$ cat config.mk
export PLATFORM = sky130hd
export DESIGN_NAME = tracker_channel_effect_engine_top
export DESIGN_NICKNAME = d
export VERILOG_FILES = /design/src/rtl/tce_pkg.sv /design/src/rtl/tracker_channel_effect_engine_top.sv /design/src/rtl/tce_rec_mem.sv /design/src/rtl/tce_fx.sv
export VERILOG_INCLUDE_DIRS = /design/src /design/src/rtl
export SDC_FILE = /design/constraint.sdc
export NUM_CORES = 2
export LEC_CHECK = 0
export ABC_AREA = 1
export BUFFER_PORTS_ARGS = -buffer_cell sky130_fd_sc_hd__buf_2
export CAP_MARGIN = 25
export CORE_ASPECT_RATIO = 1.5
export CORE_UTILIZATION = 45
export DETAILED_ROUTE_END_ITERATION = 6
export GPL_TIMING_DRIVEN = 0
export PLACE_DENSITY = 0.69
export SLEW_MARGIN = 20
export SYNTH_ARGS = -nofsm -noshare
export SYNTH_HDL_FRONTEND = slang
export SYNTH_SLANG_ARGS = --single-unit
$ cat constraint.sdc
create_clock -name clk -period 30.3 [get_ports clk]
set_clock_uncertainty 0.15 [all_clocks]
set_input_delay 7.575 -clock clk [delete_from_list [all_inputs] [get_ports clk]]
set_output_delay 7.575 -clock clk [all_outputs]
set_load 0.05 [all_outputs]
$ cat src/rtl/tracker_channel_effect_engine_top_macros.svh
// Assertion macros for the channel effect engine.
`ifndef TRACKER_CHANNEL_EFFECT_ENGINE_TOP_MACROS_SVH
`define TRACKER_CHANNEL_EFFECT_ENGINE_TOP_MACROS_SVH

// Clocked check, ignored while reset is asserted.
`define TCE_CHECK(lbl, prop, msg) \
  lbl: assert property (@(posedge clk) disable iff (!rst_n) (prop)) else $error(msg);

// Check that applies only while a result beat is on offer.
`define TCE_CHECK_OUT(lbl, prop, msg) \
  `TCE_CHECK(lbl, out_valid |-> (prop), msg)

`endif

$ cat src/rtl/tce_pkg.sv
// ----------------------------------------------------------------------------
// tce_pkg
// Types, effect codes and tables for the tracker channel effect engine.
// ----------------------------------------------------------------------------
package tce_pkg;

  localparam int CHANNELS_DEF = 4;

  // effect numbers
  localparam logic [3:0] EFF_SPEED   = 4'd1;
  localparam logic [3:0] EFF_JUMP    = 4'd2;
  localparam logic [3:0] EFF_BREAK   = 4'd3;
  localparam logic [3:0] EFF_VOLSLD  = 4'd4;
  localparam logic [3:0] EFF_SLDDN   = 4'd5;
  localparam logic [3:0] EFF_SLDUP   = 4'd6;
  localparam logic [3:0] EFF_PORTA   = 4'd7;
  localparam logic [3:0] EFF_VIBRATO = 4'd8;
  localparam logic [3:0] EFF_TREMOR  = 4'd9;
  localparam logic [3:0] EFF_ARP     = 4'd10;

  localparam logic OP_LOAD = 1'b0;
  localparam logic OP_TICK = 1'b1;

  localparam logic [6:0] VOL_MAX    = 7'd64;
  localparam logic [7:0] SLIDE_SKIP = 8'hE0;

  localparam logic [7:0] SINE [32] = '{
    8'd0, 8'd24, 8'd49, 8'd74, 8'd97, 8'd120, 8'd141, 8'd161,
    8'd180, 8'd197, 8'd212, 8'd224, 8'd235, 8'd244, 8'd250, 8'd253,
    8'd255, 8'd253, 8'd250, 8'd244, 8'd235, 8'd224, 8'd212, 8'd197,
    8'd180, 8'd161, 8'd141, 8'd120, 8'd97, 8'd74, 8'd49, 8'd24
  };

  // Q16 semitone ratios 2^(-n/12)
  localparam logic [16:0] SEMI [16] = '{
    17'd65536, 17'd61858, 17'd58386, 17'd55109, 17'd52016, 17'd49097, 17'd46341,
    17'd43740, 17'd41285, 17'd38968, 17'd36781, 17'd34716, 17'd32768, 17'd30929,
    17'd29193, 17'd27554
  };

  // tick modulo three
  localparam logic [1:0] MOD3 [32] = '{
    2'd0, 2'd1, 2'd2, 2'd0, 2'd1, 2'd2, 2'd0, 2'd1, 2'd2, 2'd0, 2'd1, 2'd2,
    2'd0, 2'd1, 2'd2, 2'd0, 2'd1, 2'd2, 2'd0, 2'd1, 2'd2, 2'd0, 2'd1, 2'd2,
    2'd0, 2'd1, 2'd2, 2'd0, 2'd1, 2'd2, 2'd0, 2'd1
  };

  // per-channel record
  typedef struct packed {
    logic [15:0] period;
    logic [15:0] dest;
    logic [6:0]  vol;
    logic [6:0]  gate;
    logic [7:0]  last_vs;
    logic [7:0]  last_sl;
    logic [7:0]  last_po;
    logic [3:0]  vib_spd;
    logic [3:0]  vib_dep;
    logic [5:0]  vib_pos;
    logic [7:0]  trem_prm;
    logic [5:0]  trem_cnt;
  } rec_t;

  typedef struct packed {
    logic        opcode;
    logic [1:0]  chan;
    logic [4:0]  tick;
    logic [3:0]  code;
    logic [7:0]  prm;
    logic [15:0] new_period;
    logic [15:0] target;
    logic [6:0]  new_vol;
    logic        ld_period;
    logic        ld_target;
    logic        ld_vol;
    logic [7:0]  order_now;
  } item_t;

  typedef struct packed {
    logic [1:0]  chan;
    logic        freq_upd;
    logic [15:0] period;
    logic [6:0]  vol;
    logic [6:0]  gain;
    logic        speed_upd;
    logic [3:0]  speed;
    logic        jump_upd;
    logic [7:0]  jump_ord;
    logic        brk_upd;
    logic [7:0]  brk_row;
  } res_t;

endpackage

$ cat src/rtl/tracker_channel_effect_engine_top.sv
// ----------------------------------------------------------------------------
// tracker_channel_effect_engine_top
// Per-channel tick engine for a tracker: row loads and effects A to J.
// ----------------------------------------------------------------------------
// Takes one beat per clock while in_ready is high and offers one result beat
// per input beat, through the stage register s1 and then the result register.
// Each beat reads its channel's record from the channel record memory when
// accepted and writes it back when it leaves s1, one read and one write per
// cycle; a back-to-back beat on the same channel takes the fresh record from a
// forward path. The result register lets a new beat in while a result waits.
// Reset clears the per-entry valid bits at once, so no clearing pass is run.
// ----------------------------------------------------------------------------
`include "tracker_channel_effect_engine_top_macros.svh"

module tracker_channel_effect_engine_top #(
  parameter int CHANNELS = tce_pkg::CHANNELS_DEF
) (
  input  logic        clk,
  input  logic        rst_n,
  input  logic        cfg_wr_en,
  input  logic        cfg_wr_data,
  input  logic        in_valid,
  output logic        in_ready,
  input  logic        in_opcode,
  input  logic [1:0]  in_chan,
  input  logic [4:0]  in_tick_number,
  input  logic [3:0]  in_effect_code,
  input  logic [7:0]  in_effect_param,
  input  logic [15:0] in_new_period,
  input  logic [15:0] in_target_period,
  input  logic [6:0]  in_new_volume,
  input  logic        in_load_period,
  input  logic        in_load_target,
  input  logic        in_load_volume,
  input  logic [7:0]  in_order_now,
  output logic        out_valid,
  input  logic        out_ready,
  output logic [1:0]  out_chan,
  output logic        out_freq_update,
  output logic [15:0] out_play_period,
  output logic [6:0]  out_chan_volume,
  output logic [6:0]  out_master_gain,
  output logic        out_speed_update,
  output logic [3:0]  out_new_speed,
  output logic        out_jump_update,
  output logic [7:0]  out_jump_order,
  output logic        out_break_update,
  output logic [7:0]  out_break_row
);

  localparam int AW = (CHANNELS > 1) ? $clog2(CHANNELS) : 1;

  logic           loop_en_r;
  logic           s1_v_r;
  tce_pkg::item_t s1_item_r;
  logic           s1_ok_r;
  logic           fwd_sel_r;
  tce_pkg::rec_t  fwd_rec_r;
  logic           out_v_r;
  tce_pkg::res_t  out_r;

  tce_pkg::item_t in_item;
  tce_pkg::rec_t  mem_rd, cur_rec, new_rec;
  tce_pkg::res_t  res;
  logic           adv, accept, commit, in_ok, hit;

  // configuration
  always_ff @(posedge clk) begin
    if (!rst_n) begin
      loop_en_r <= 1'b0;
    end else if (cfg_wr_en) begin
      loop_en_r <= cfg_wr_data;
    end
  end

  // input beat
  always_comb begin
    in_item.opcode     = in_opcode;
    in_item.chan       = in_chan;
    in_item.tick       = in_tick_number;
    in_item.code       = in_effect_code;
    in_item.prm        = in_effect_param;
    in_item.new_period = in_new_period;
    in_item.target     = in_target_period;
    in_item.new_vol    = in_new_volume;
    in_item.ld_period  = in_load_period;
    in_item.ld_target  = in_load_target;
    in_item.ld_vol     = in_load_volume;
    in_item.order_now  = in_order_now;
  end

  // handshake
  assign adv      = !out_v_r || out_ready;
  assign in_ready = !s1_v_r || adv;
  assign accept   = in_valid && in_ready;
  assign commit   = s1_v_r && adv;
  assign in_ok    = (32'(in_chan) < CHANNELS);
  assign hit      = commit && s1_ok_r && (s1_item_r.chan == in_chan);

  tce_rec_mem #(
    .CHANNELS (CHANNELS),
    .AW       (AW)
  ) u_mem (
    .clk     (clk),
    .rst_n   (rst_n),
    .rd_en   (accept && in_ok),
    .rd_addr (AW'(in_chan)),
    .rd_data (mem_rd),
    .wr_en   (commit && s1_ok_r),
    .wr_addr (AW'(s1_item_r.chan)),
    .wr_data (new_rec)
  );

  // forward a record written in the read cycle
  assign cur_rec = fwd_sel_r ? fwd_rec_r : mem_rd;

  tce_fx u_fx (
    .item    (s1_item_r),
    .rec     (cur_rec),
    .loop_en (loop_en_r),
    .chan_ok (s1_ok_r),
    .rec_nxt (new_rec),
    .res     (res)
  );

  // stage control
  always_ff @(posedge clk) begin
    if (!rst_n) begin
      s1_v_r  <= 1'b0;
      out_v_r <= 1'b0;
    end else begin
      if (accept) begin
        s1_v_r <= 1'b1;
      end else if (commit) begin
        s1_v_r <= 1'b0;
      end
      if (commit) begin
        out_v_r <= 1'b1;
      end else if (out_ready) begin
        out_v_r <= 1'b0;
      end
    end
  end

  // stage payload
  always_ff @(posedge clk) begin
    if (accept) begin
      s1_item_r <= in_item;
      s1_ok_r   <= in_ok;
      fwd_sel_r <= hit;
      fwd_rec_r <= new_rec;
    end
    if (commit) begin
      out_r <= res;
    end
  end

  assign out_valid        = out_v_r;
  assign out_chan         = out_r.chan;
  assign out_freq_update  = out_r.freq_upd;
  assign out_play_period  = out_r.period;
  assign out_chan_volume  = out_r.vol;
  assign out_master_gain  = out_r.gain;
  assign out_speed_update = out_r.speed_upd;
  assign out_new_speed    = out_r.speed;
  assign out_jump_update  = out_r.jump_upd;
  assign out_jump_order   = out_r.jump_ord;
  assign out_break_update = out_r.brk_upd;
  assign out_break_row    = out_r.brk_row;

  // checks
  `TCE_CHECK(a_one_result, commit |=> out_valid, "result beat missing after commit")
  `TCE_CHECK_OUT(a_gain, out_master_gain == 7'd0 || out_master_gain == 7'd64, "bad gain")
  `TCE_CHECK_OUT(a_vol, out_chan_volume <= 7'd64, "volume above 64")
  `TCE_CHECK_OUT(a_jump, !out_jump_update || (out_break_update && out_break_row == 8'd0), "jump without break")

endmodule

$ cat src/rtl/tce_rec_mem.sv
// ----------------------------------------------------------------------------
// tce_rec_mem
// Channel record store: one write and one registered read per cycle, with
// per-entry valid bits so that unwritten entries read as zero.
// ----------------------------------------------------------------------------
module tce_rec_mem #(
  parameter int CHANNELS = tce_pkg::CHANNELS_DEF,
  parameter int AW       = 1
) (
  input  logic               clk,
  input  logic               rst_n,
  input  logic               rd_en,
  input  logic [AW-1:0]      rd_addr,
  output tce_pkg::rec_t      rd_data,
  input  logic               wr_en,
  input  logic [AW-1:0]      wr_addr,
  input  tce_pkg::rec_t      wr_data
);

  tce_pkg::rec_t        mem [CHANNELS];
  tce_pkg::rec_t        rdata_r;
  logic                 rvld_r;
  logic [CHANNELS-1:0]  vld_r;

  // storage
  always_ff @(posedge clk) begin
    if (wr_en) begin
      mem[wr_addr] <= wr_data;
    end
    if (rd_en) begin
      rdata_r <= mem[rd_addr];
    end
  end

  // valid bits, cleared at reset
  always_ff @(posedge clk) begin
    if (!rst_n) begin
      vld_r  <= '0;
      rvld_r <= 1'b0;
    end else begin
      if (wr_en) begin
        vld_r[wr_addr] <= 1'b1;
      end
      if (rd_en) begin
        rvld_r <= vld_r[rd_addr];
      end
    end
  end

  assign rd_data = rvld_r ? rdata_r : '0;

endmodule

$ cat src/rtl/tce_fx.sv
// ----------------------------------------------------------------------------
// tce_fx
// Effect unit: from one channel record and one beat, the updated record and
// the result beat.
// ----------------------------------------------------------------------------
module tce_fx (
  input  tce_pkg::item_t  item,
  input  tce_pkg::rec_t   rec,
  input  logic            loop_en,
  input  logic            chan_ok,
  output tce_pkg::rec_t   rec_nxt,
  output tce_pkg::res_t   res
);

  logic [3:0]  px, py;
  logic        t0;
  logic [9:0]  sl_d, po_d;
  logic [15:0] diff_dn, diff_up;
  logic [11:0] vib_prod;
  logic [6:0]  vib_delta;
  logic [7:0]  tprm;
  logic [4:0]  on_n, off_n;
  logic [5:0]  on_off;
  logic [6:0]  cnt1;
  logic [3:0]  semi_n;
  logic [32:0] arp_prod;
  logic [6:0]  vs_add;

  assign px = item.prm[7:4];
  assign py = item.prm[3:0];
  assign t0 = (item.tick == 5'd0);

  // arithmetic used by the effect branches
  assign sl_d      = {rec.last_sl, 2'b00};
  assign po_d      = {rec.last_po, 2'b00};
  assign diff_dn   = rec.period - rec.dest;
  assign diff_up   = rec.dest - rec.period;
  assign vib_prod  = tce_pkg::SINE[rec.vib_pos[4:0]] * rec.vib_dep;
  assign vib_delta = vib_prod[11:5];
  assign tprm      = (t0 && item.prm != 8'd0) ? item.prm : rec.trem_prm;
  assign on_n      = {1'b0, tprm[7:4]} + 5'd1;
  assign off_n     = {1'b0, tprm[3:0]} + 5'd1;
  assign on_off    = {1'b0, on_n} + {1'b0, off_n};
  assign cnt1      = {1'b0, rec.trem_cnt} + 7'd1;
  assign vs_add    = rec.vol + {3'b000, rec.last_vs[7:4]};
  assign semi_n    = (tce_pkg::MOD3[item.tick] == 2'd1) ? px :
                     (tce_pkg::MOD3[item.tick] == 2'd2) ? py : 4'd0;
  assign arp_prod  = rec.period * tce_pkg::SEMI[semi_n];

  always_comb begin
    rec_nxt = rec;
    res     = '0;
    res.chan = item.chan;
    if (item.opcode == tce_pkg::OP_LOAD) begin
      // row load
      if (item.ld_vol) begin
        rec_nxt.vol = (item.new_vol > tce_pkg::VOL_MAX) ? tce_pkg::VOL_MAX : item.new_vol;
      end
      if (item.ld_target) begin
        rec_nxt.dest = item.target;
      end
      if (item.ld_period) begin
        rec_nxt.period = item.new_period;
        res.freq_upd   = 1'b1;
        res.period     = item.new_period;
      end
      rec_nxt.gate = tce_pkg::VOL_MAX;
    end else begin
      case (item.code)
        tce_pkg::EFF_SPEED: begin
          if (t0) begin
            res.speed_upd = 1'b1;
            res.speed     = px;
          end
        end
        tce_pkg::EFF_JUMP: begin
          if (t0 && !(item.prm < item.order_now && !loop_en)) begin
            res.jump_upd = 1'b1;
            res.jump_ord = item.prm;
            res.brk_upd  = 1'b1;
          end
        end
        tce_pkg::EFF_BREAK: begin
          if (t0) begin
            res.brk_upd = 1'b1;
            res.brk_row = ({4'd0, px} * 8'd10) + {4'd0, py};
          end
        end
        tce_pkg::EFF_VOLSLD: begin
          if (t0) begin
            if (item.prm != 8'd0) rec_nxt.last_vs = item.prm;
          end else if (rec.last_vs[3:0] == 4'd0) begin
            rec_nxt.vol = (vs_add > tce_pkg::VOL_MAX) ? tce_pkg::VOL_MAX : vs_add;
          end else if (rec.last_vs[7:4] == 4'd0) begin
            rec_nxt.vol = (rec.vol > {3'b000, rec.last_vs[3:0]}) ?
                          rec.vol - {3'b000, rec.last_vs[3:0]} : 7'd0;
          end
        end
        tce_pkg::EFF_SLDDN, tce_pkg::EFF_SLDUP: begin
          if (t0) begin
            if (item.prm != 8'd0) rec_nxt.last_sl = item.prm;
          end else if (rec.last_sl < tce_pkg::SLIDE_SKIP) begin
            rec_nxt.period = (item.code == tce_pkg::EFF_SLDDN) ?
                             rec.period + {6'd0, sl_d} : rec.period - {6'd0, sl_d};
            res.freq_upd   = 1'b1;
            res.period     = rec_nxt.period;
          end
        end
        tce_pkg::EFF_PORTA: begin
          if (t0) begin
            if (item.prm != 8'd0) rec_nxt.last_po = item.prm;
          end else if (rec.dest != 16'd0) begin
            if (rec.period > rec.dest) begin
              rec_nxt.period = (diff_dn > {6'd0, po_d}) ? rec.period - {6'd0, po_d} : rec.dest;
            end else if (rec.period < rec.dest) begin
              rec_nxt.period = (diff_up > {6'd0, po_d}) ? rec.period + {6'd0, po_d} : rec.dest;
            end
            res.freq_upd = 1'b1;
            res.period   = rec_nxt.period;
          end
        end
        tce_pkg::EFF_VIBRATO: begin
          if (t0) begin
            rec_nxt.vib_pos = 6'd0;
            if (px != 4'd0) rec_nxt.vib_spd = px;
            if (py != 4'd0) rec_nxt.vib_dep = py;
          end else begin
            res.freq_upd    = 1'b1;
            res.period      = rec.vib_pos[5] ? rec.period - {9'd0, vib_delta} :
                                               rec.period + {9'd0, vib_delta};
            rec_nxt.vib_pos = rec.vib_pos + {2'b00, rec.vib_spd};
          end
        end
        tce_pkg::EFF_TREMOR: begin
          rec_nxt.trem_prm = tprm;
          rec_nxt.gate     = ({1'b0, rec.trem_cnt} < {2'b00, on_n}) ? tce_pkg::VOL_MAX : 7'd0;
          rec_nxt.trem_cnt = (cnt1 > {1'b0, on_off}) ? 6'd0 : cnt1[5:0];
        end
        tce_pkg::EFF_ARP: begin
          if (item.prm != 8'd0 && rec.period != 16'd0) begin
            res.freq_upd = 1'b1;
            res.period   = arp_prod[31:16];
          end
        end
        default: begin
        end
      endcase
    end
    res.vol  = rec_nxt.vol;
    res.gain = rec_nxt.gate;
    // channel outside the configured set: no effect, blank result
    if (!chan_ok) begin
      rec_nxt  = rec;
      res      = '0;
      res.chan = item.chan;
    end
  end

endmodule
=== Yosys cells after proc, flatten, opt, wreduce, memory -nomap -nowiden ===
Memory sizes are Yosys's and may differ from the RTL's. A register that Yosys moved wholly into a read port is not among the register bits.
Cells that the tools add are included.

* Bits of input ports: 76
* Memories: 4
* Register bits: 233
* Output and inout bits: 58
* ROM bits: 592
* Bits in writable memories: 392
* Logic and storage cells: 205

{| class="wikitable"
|+ Memories
! name !! words !! width !! read ports !! clocked after Yosys merged registers in !! wr ports !! line !! RTL
|-
| u_mem.mem || 4 || 98 || 1 || 1 || 1 || tce_rec_mem.sv:20 || <nowiki>tce_pkg::rec_t mem [CHANNELS];</nowiki>
|-
| (no name shown) || 16 || 17 || 1 || 0 || 0 || tce_fx.sv:48 || <nowiki>assign arp_prod = rec.period * tce_pkg::SEMI[semi_n];</nowiki>
|-
| (no name shown) || 32 || 8 || 1 || 0 || 0 || tce_fx.sv:38 || <nowiki>assign vib_prod = tce_pkg::SINE[rec.vib_pos[4:0]] * rec.vib_dep;</nowiki>
|-
| (no name shown) || 32 || 2 || 1 || 0 || 0 || tce_fx.sv:46 || <nowiki>assign semi_n = (tce_pkg::MOD3[item.tick] == 2'd1) ? px :</nowiki>
|}

* Bitwise gates (word level): 4
* Add/sub/neg operators: 16
* Multiply operators: 3
* Equality and inequality tests: 13
* $lt $le $gt $ge: 17
* Mux-type cells: 77
* Reduce and logical (&&, ||, !) cells: 30

{| class="wikitable"
|+ Operators by type and width
! kind !! count
|-
| $mux 16 || 14
|-
| $mux 98 || 2
|-
| $mux 17 || 10
|-
| $mux 8 || 13
|-
| $mux 7 || 10
|-
| $pmux 17 s4 || 1
|-
| $mux 52 || 1
|-
| $mux 14 || 3
|-
| $add 16x10->16 || 2
|-
| $gt 16x10->1 || 2
|-
| $mul 16x17->32 || 1
|-
| $pmux 16 s2 || 1
|-
| $reduce_bool 16->1 || 2
|-
| $sub 16x10->16 || 2
|-
| $sub 16x16->16 || 2
|-
| $add 16x7->16 || 1
|-
| $eq 4x3->1 const B || 4
|-
| $gt 16x16->1 || 1
|-
| $lt 16x16->1 || 1
|-
| $mux 4 || 4
|-
| $sub 16x7->16 || 1
|-
| $gt 7x7->1 const B || 2
|-
| $eq 4x4->1 const B || 3
|-
| $ge 6x6->1 const B || 2
|-
| other kinds (45) || 75
|}

=== Depth between registers and ports, before layout ===
* Word-level depth: 15
* Depth in mapped cells: 48
* Mapped depth without buffers: 47

=== Cells and area by module ===
From an unflattened synthesis, not the netlist that was laid out.

* Cells, all modules: 5071
* Area, all modules: 47393.0 um^2

{| class="wikitable"
|+ Modules (own cells, without submodules)
! module !! area each (um^2) !! times used !! sequential area each (um^2) !! cells an instance
|-
| tce_fx || 20388.3 || 1 || 0.0 || 3216
|-
| tce_rec_mem || 18420.2 || 1 || 14814.2 || 1284
|-
| tracker_channel_effect_engine_top || 8584.5 || 1 || 6816.5 || 571
|}

=== Least setup slack after synthesis ===
OpenSTA, ideal clock, no wires.

* Path kind: input to output
* Start point: input out_ready
* End point: output in_ready
* Slack: 14.540 ns
* Arrival: 8.035 ns
* Stages on the path: 2
* Data required time: 22.575 ns
* Path buffers: 0
* Cells stage by stage: inv_1 > nand3_1

* Cells in the longest elaborated chain, start to end: 2

{| class="wikitable"
|+ RTL lines
! item !! line !! RTL
|-
| start: declaration || tracker_channel_effect_engine_top.sv:37 || <nowiki>input logic out_ready,</nowiki>
|-
| $logic_or 1x1->1 || tracker_channel_effect_engine_top.sv:93 || <nowiki>assign adv = !out_v_r || out_ready;</nowiki>
|-
| $logic_or 1x1->1 || tracker_channel_effect_engine_top.sv:94 || <nowiki>assign in_ready = !s1_v_r || adv;</nowiki>
|-
| end: declaration || tracker_channel_effect_engine_top.sv:23 || <nowiki>output logic in_ready,</nowiki>
|}

Every way passes these cells.

=== Worst setup path after layout ===
Ends and elaborated chain as after synthesis.

==> metrics.md <==
| Metric | Value |
|---|---|
| Routability cong. | about 1 |
| Crit-path max FO | 3 |
| Area Growth Syn to Fin | 11.47% |
| Antenna viol nets, final | 0 |
| Largest net degree at the start of global routing | 104 |
| CTS hold repair buffers | 0 |
| Total power | 3.370 mW |
| Crit Path Class | input pin to primary output |
| Antenna violations before repair | 0 |
| CP peak stage delay | 0.28 ns |
| Starting Density | 45.42% |
| Fin. max-slew vios | 0 |
| I/O pin cnt | 134 |
| Most common cell in the synthesized netlist | nand2_1 |
| Die width | 261.2 um |
| Worst-Skew Late Latency | 0.63 ns |
| First-pass GRT wire length | about 220 mm |
| Initial DRC count | about 3200 |
| Post-synth ARST share | 0% |
| Synthesized instance count | 4572 |
| DR vias | ~35000 |
| Unrepaired setup endpoints after global routing | false |
| IR drop worst, VDD | 0.00003995 V |
| Synth top area share | 47.34% |
| Number of antenna diodes | 0 |
| Post_cts resized | 0 |
| Worst path bufs/invs | 3 |
| First-pass DRT Iterations | 7 |
| Cell family with most CP delay | buffers and inverters |
| Num CTS Buffers | 67 |
| Period utilization | a little over half |
| Root Driver | clkbuf_16 |
| WL/cell | between 20 and 25 um |
| Clk sinks | 723 |
| Post-CTS Setup Inserts | 0 |
| Sequential share of the synthesized area | 47.70% |
| Yosys cell types | 79 |
| Run status | complete, but fails checks |
| Tmin final | 15.79 ns |
| Port-buffer cells | 133 |
| Syn_nets | 5141 |
| H-tree Lvls | 3 |
| Worst Tran Pin Value | 1.215 ns |
| Clk buf depth | 3 |
| Crit path cell chain | buf_2, inv_1, nand3_1, buf_2 |
| Fin util | 50.63% |
| Share of layout cells above drive strength 1 | around a tenth |
| Commonest cells post-synth | nand2_1 (719), edfxtp_1 (715), inv_1 (595) |
| Final wirelength | 145.4 mm |
| Synth top area cells | edfxtp_1 (47%), fa_1 (10%), ha_1 (7.3%) |
| Post-synth EDFFs | 715 |
| Hold WC Path Type | flip-flop to flip-flop |
| Cell taking the most area after synthesis | edfxtp_1 |
| Synth warn | 0 |
| Via/cell ratio | about 5.7 |
| GRT Total Usage | 28.74% |
| Slowest CP cell | buf_2 |
| Post-DP HPWL | 111.0 mm |
| Pleak | 21.36 nW |
| Top cell by count, worst path | buf_2 |
| Row count | 142 |
| Vias in the first global route | between 30000 and 40000 |
| Fin nets | 5409 |
| CP Launch Type | input pin |
| Arr. time, crit path | 8.07 ns |
| Top FF cell, synth | edfxtp_1 |
| Gr ovfl total | 0 |
| Die Y | 390.8 um |
| Pwr/cell area | ~67 nW/um^2 |
| Synthesized cell area | 45350 sq um |
| Core area | between 90000 and 100000 sq um |
| # Max-Cap Violations | 0 |
| Die area | 102100 sq um |
| CP endpoint kind | primary output |
| Clock slew at reported path FFs | ~0.060 ns |
| F_max | 63.33 MHz |
| Critical path required time | 22.58 ns |
| Total negative setup slack | 0 ns |
| Final Setup Violations | 0 |
| Failing checks | DRC |
| Rel. slew slack | 19.00% |
| Syn avg cell area | 9.919 sq um |
| Yosys reg bits | approximately 720 |
| CTS tree | yes |
| Count of final hold-check violations | 0 |
| DRC | 2 |
layout make-up:
class / instances / area (sq um)
sequential: 723 / 21630
inverter: 625 / 2364
fill: 9134 / 49300
clock inverter: 39 / 454.2
timing repair buffer: 199 / 1290
clock buffer: 82 / 1797
tap: 1296 / 1622
buffer: 161 / 735.7
multi-input combinational: 3063 / 20660
worst register-to-register path: cells and delay by family, from the launching register on:
kind                       cells  cell delay [ns]
AOI/OAI and AO/OA              8             2.23
and+or+nand+nor               12             1.55
adders and majority gates      9             3.85
DFF                            1             0.42
buffers and inverters          5             1.27
worst paths after layout:
kind,to,from,cells past startpoint,slack (ns)
setup / recovery,in_ready,out_ready,4,14.51
hold reg to reg,u_mem.vld_r[3],u_mem.vld_r[3],1,0.32
hold / removal,u_mem.vld_r[3],u_mem.vld_r[3],1,0.32
setup reg to reg,out_play_period[0],s1_item_r[63],34,20.55
flip-flops by register name (all words and copies together), names as in the netlist, 7 cells and up:
register and count:
out_chan_volume 7, out_jump_order 8, s1_item_r 70, u_mem.rdata_r 98, out_break_row 8, out_master_gain 7, out_play_period 16, fwd_rec_r 98
u_mem.mem 392
per-layer routing:
| metal | track usage (%) | wire length [um] | vias up | part of all wire (%) |
|---|---|---|---|---|
| met4 | 23.51 | 13320 | 0 | 9.2 |
| met5 | 0 | 0 | - | 0 |
| met1 | 29.77 | 48260 | 17150 | 33 |
| met2 | 51.30 | 74520 | 1603 | 51 |
| li1 | - | - | 16080 | - |
| met3 | 3.805 | 9259 | 542 | 6.4 |
kinds of logic (layout without fill, tap and decap cells):
| group | Yosys count | count (layout) | synth area share (%) |
|---|---|---|---|
| AOI/OAI and AO/OA | 887 | 887 | 11.68 |
| xor gates and xnor gates | 85 | 85 | 1.675 |
| adders and majority gates | 493 | 493 | 17.38 |
| buffers and inverters | 786 | 1106 | 6.804 |
| DFF | 723 | 723 | 47.70 |
| and+or+nand+nor | 1598 | 1598 | 14.77 |
where the power goes:
part / total [mW] / leakage (nW) / switching [mW] / internal (mW)
Clock: 0.872 / 1.09 / 0.376 / 0.497
Combinational: 1.32 / 13.4 / 0.900 / 0.422
Sequential: 1.18 / 6.84 / 0.0167 / 1.16
per-stage QoR:
stage          std cells  setup slack (ns)  cell area [sq um]  hold WS [ns]
3_3_place_gp        6001             8.537              47640        0.2959
4_1_cts             6187             14.51              50550        0.3132
5_1_grt             6188             14.47              50550        0.3384
6_report            6188             14.51              50550        0.3173
2_1_floorplan       4572             14.54              45350        0.2849
3_5_place_dp        6066             14.52              48300        0.2978
layout by cell type, fill, tap and decap left out, types with 23 or more instances in the layout:
cell and n:
o22ai_1 142, fa_1 228, a21oi_1 173, nor2_1 572
inv_1 593, clkbuf_16 70, a22oi_1 68, xor2_1 60
ha_1 265, buf_4 53, nand4_1 23, nand3_1 151
buf_2 151, nand2_1 719, edfxtp_1 715, nor3_1 30
xnor2_1 23, o21ai_0 349, clkbuf_1 121
(Power assumes the default switching activity.)
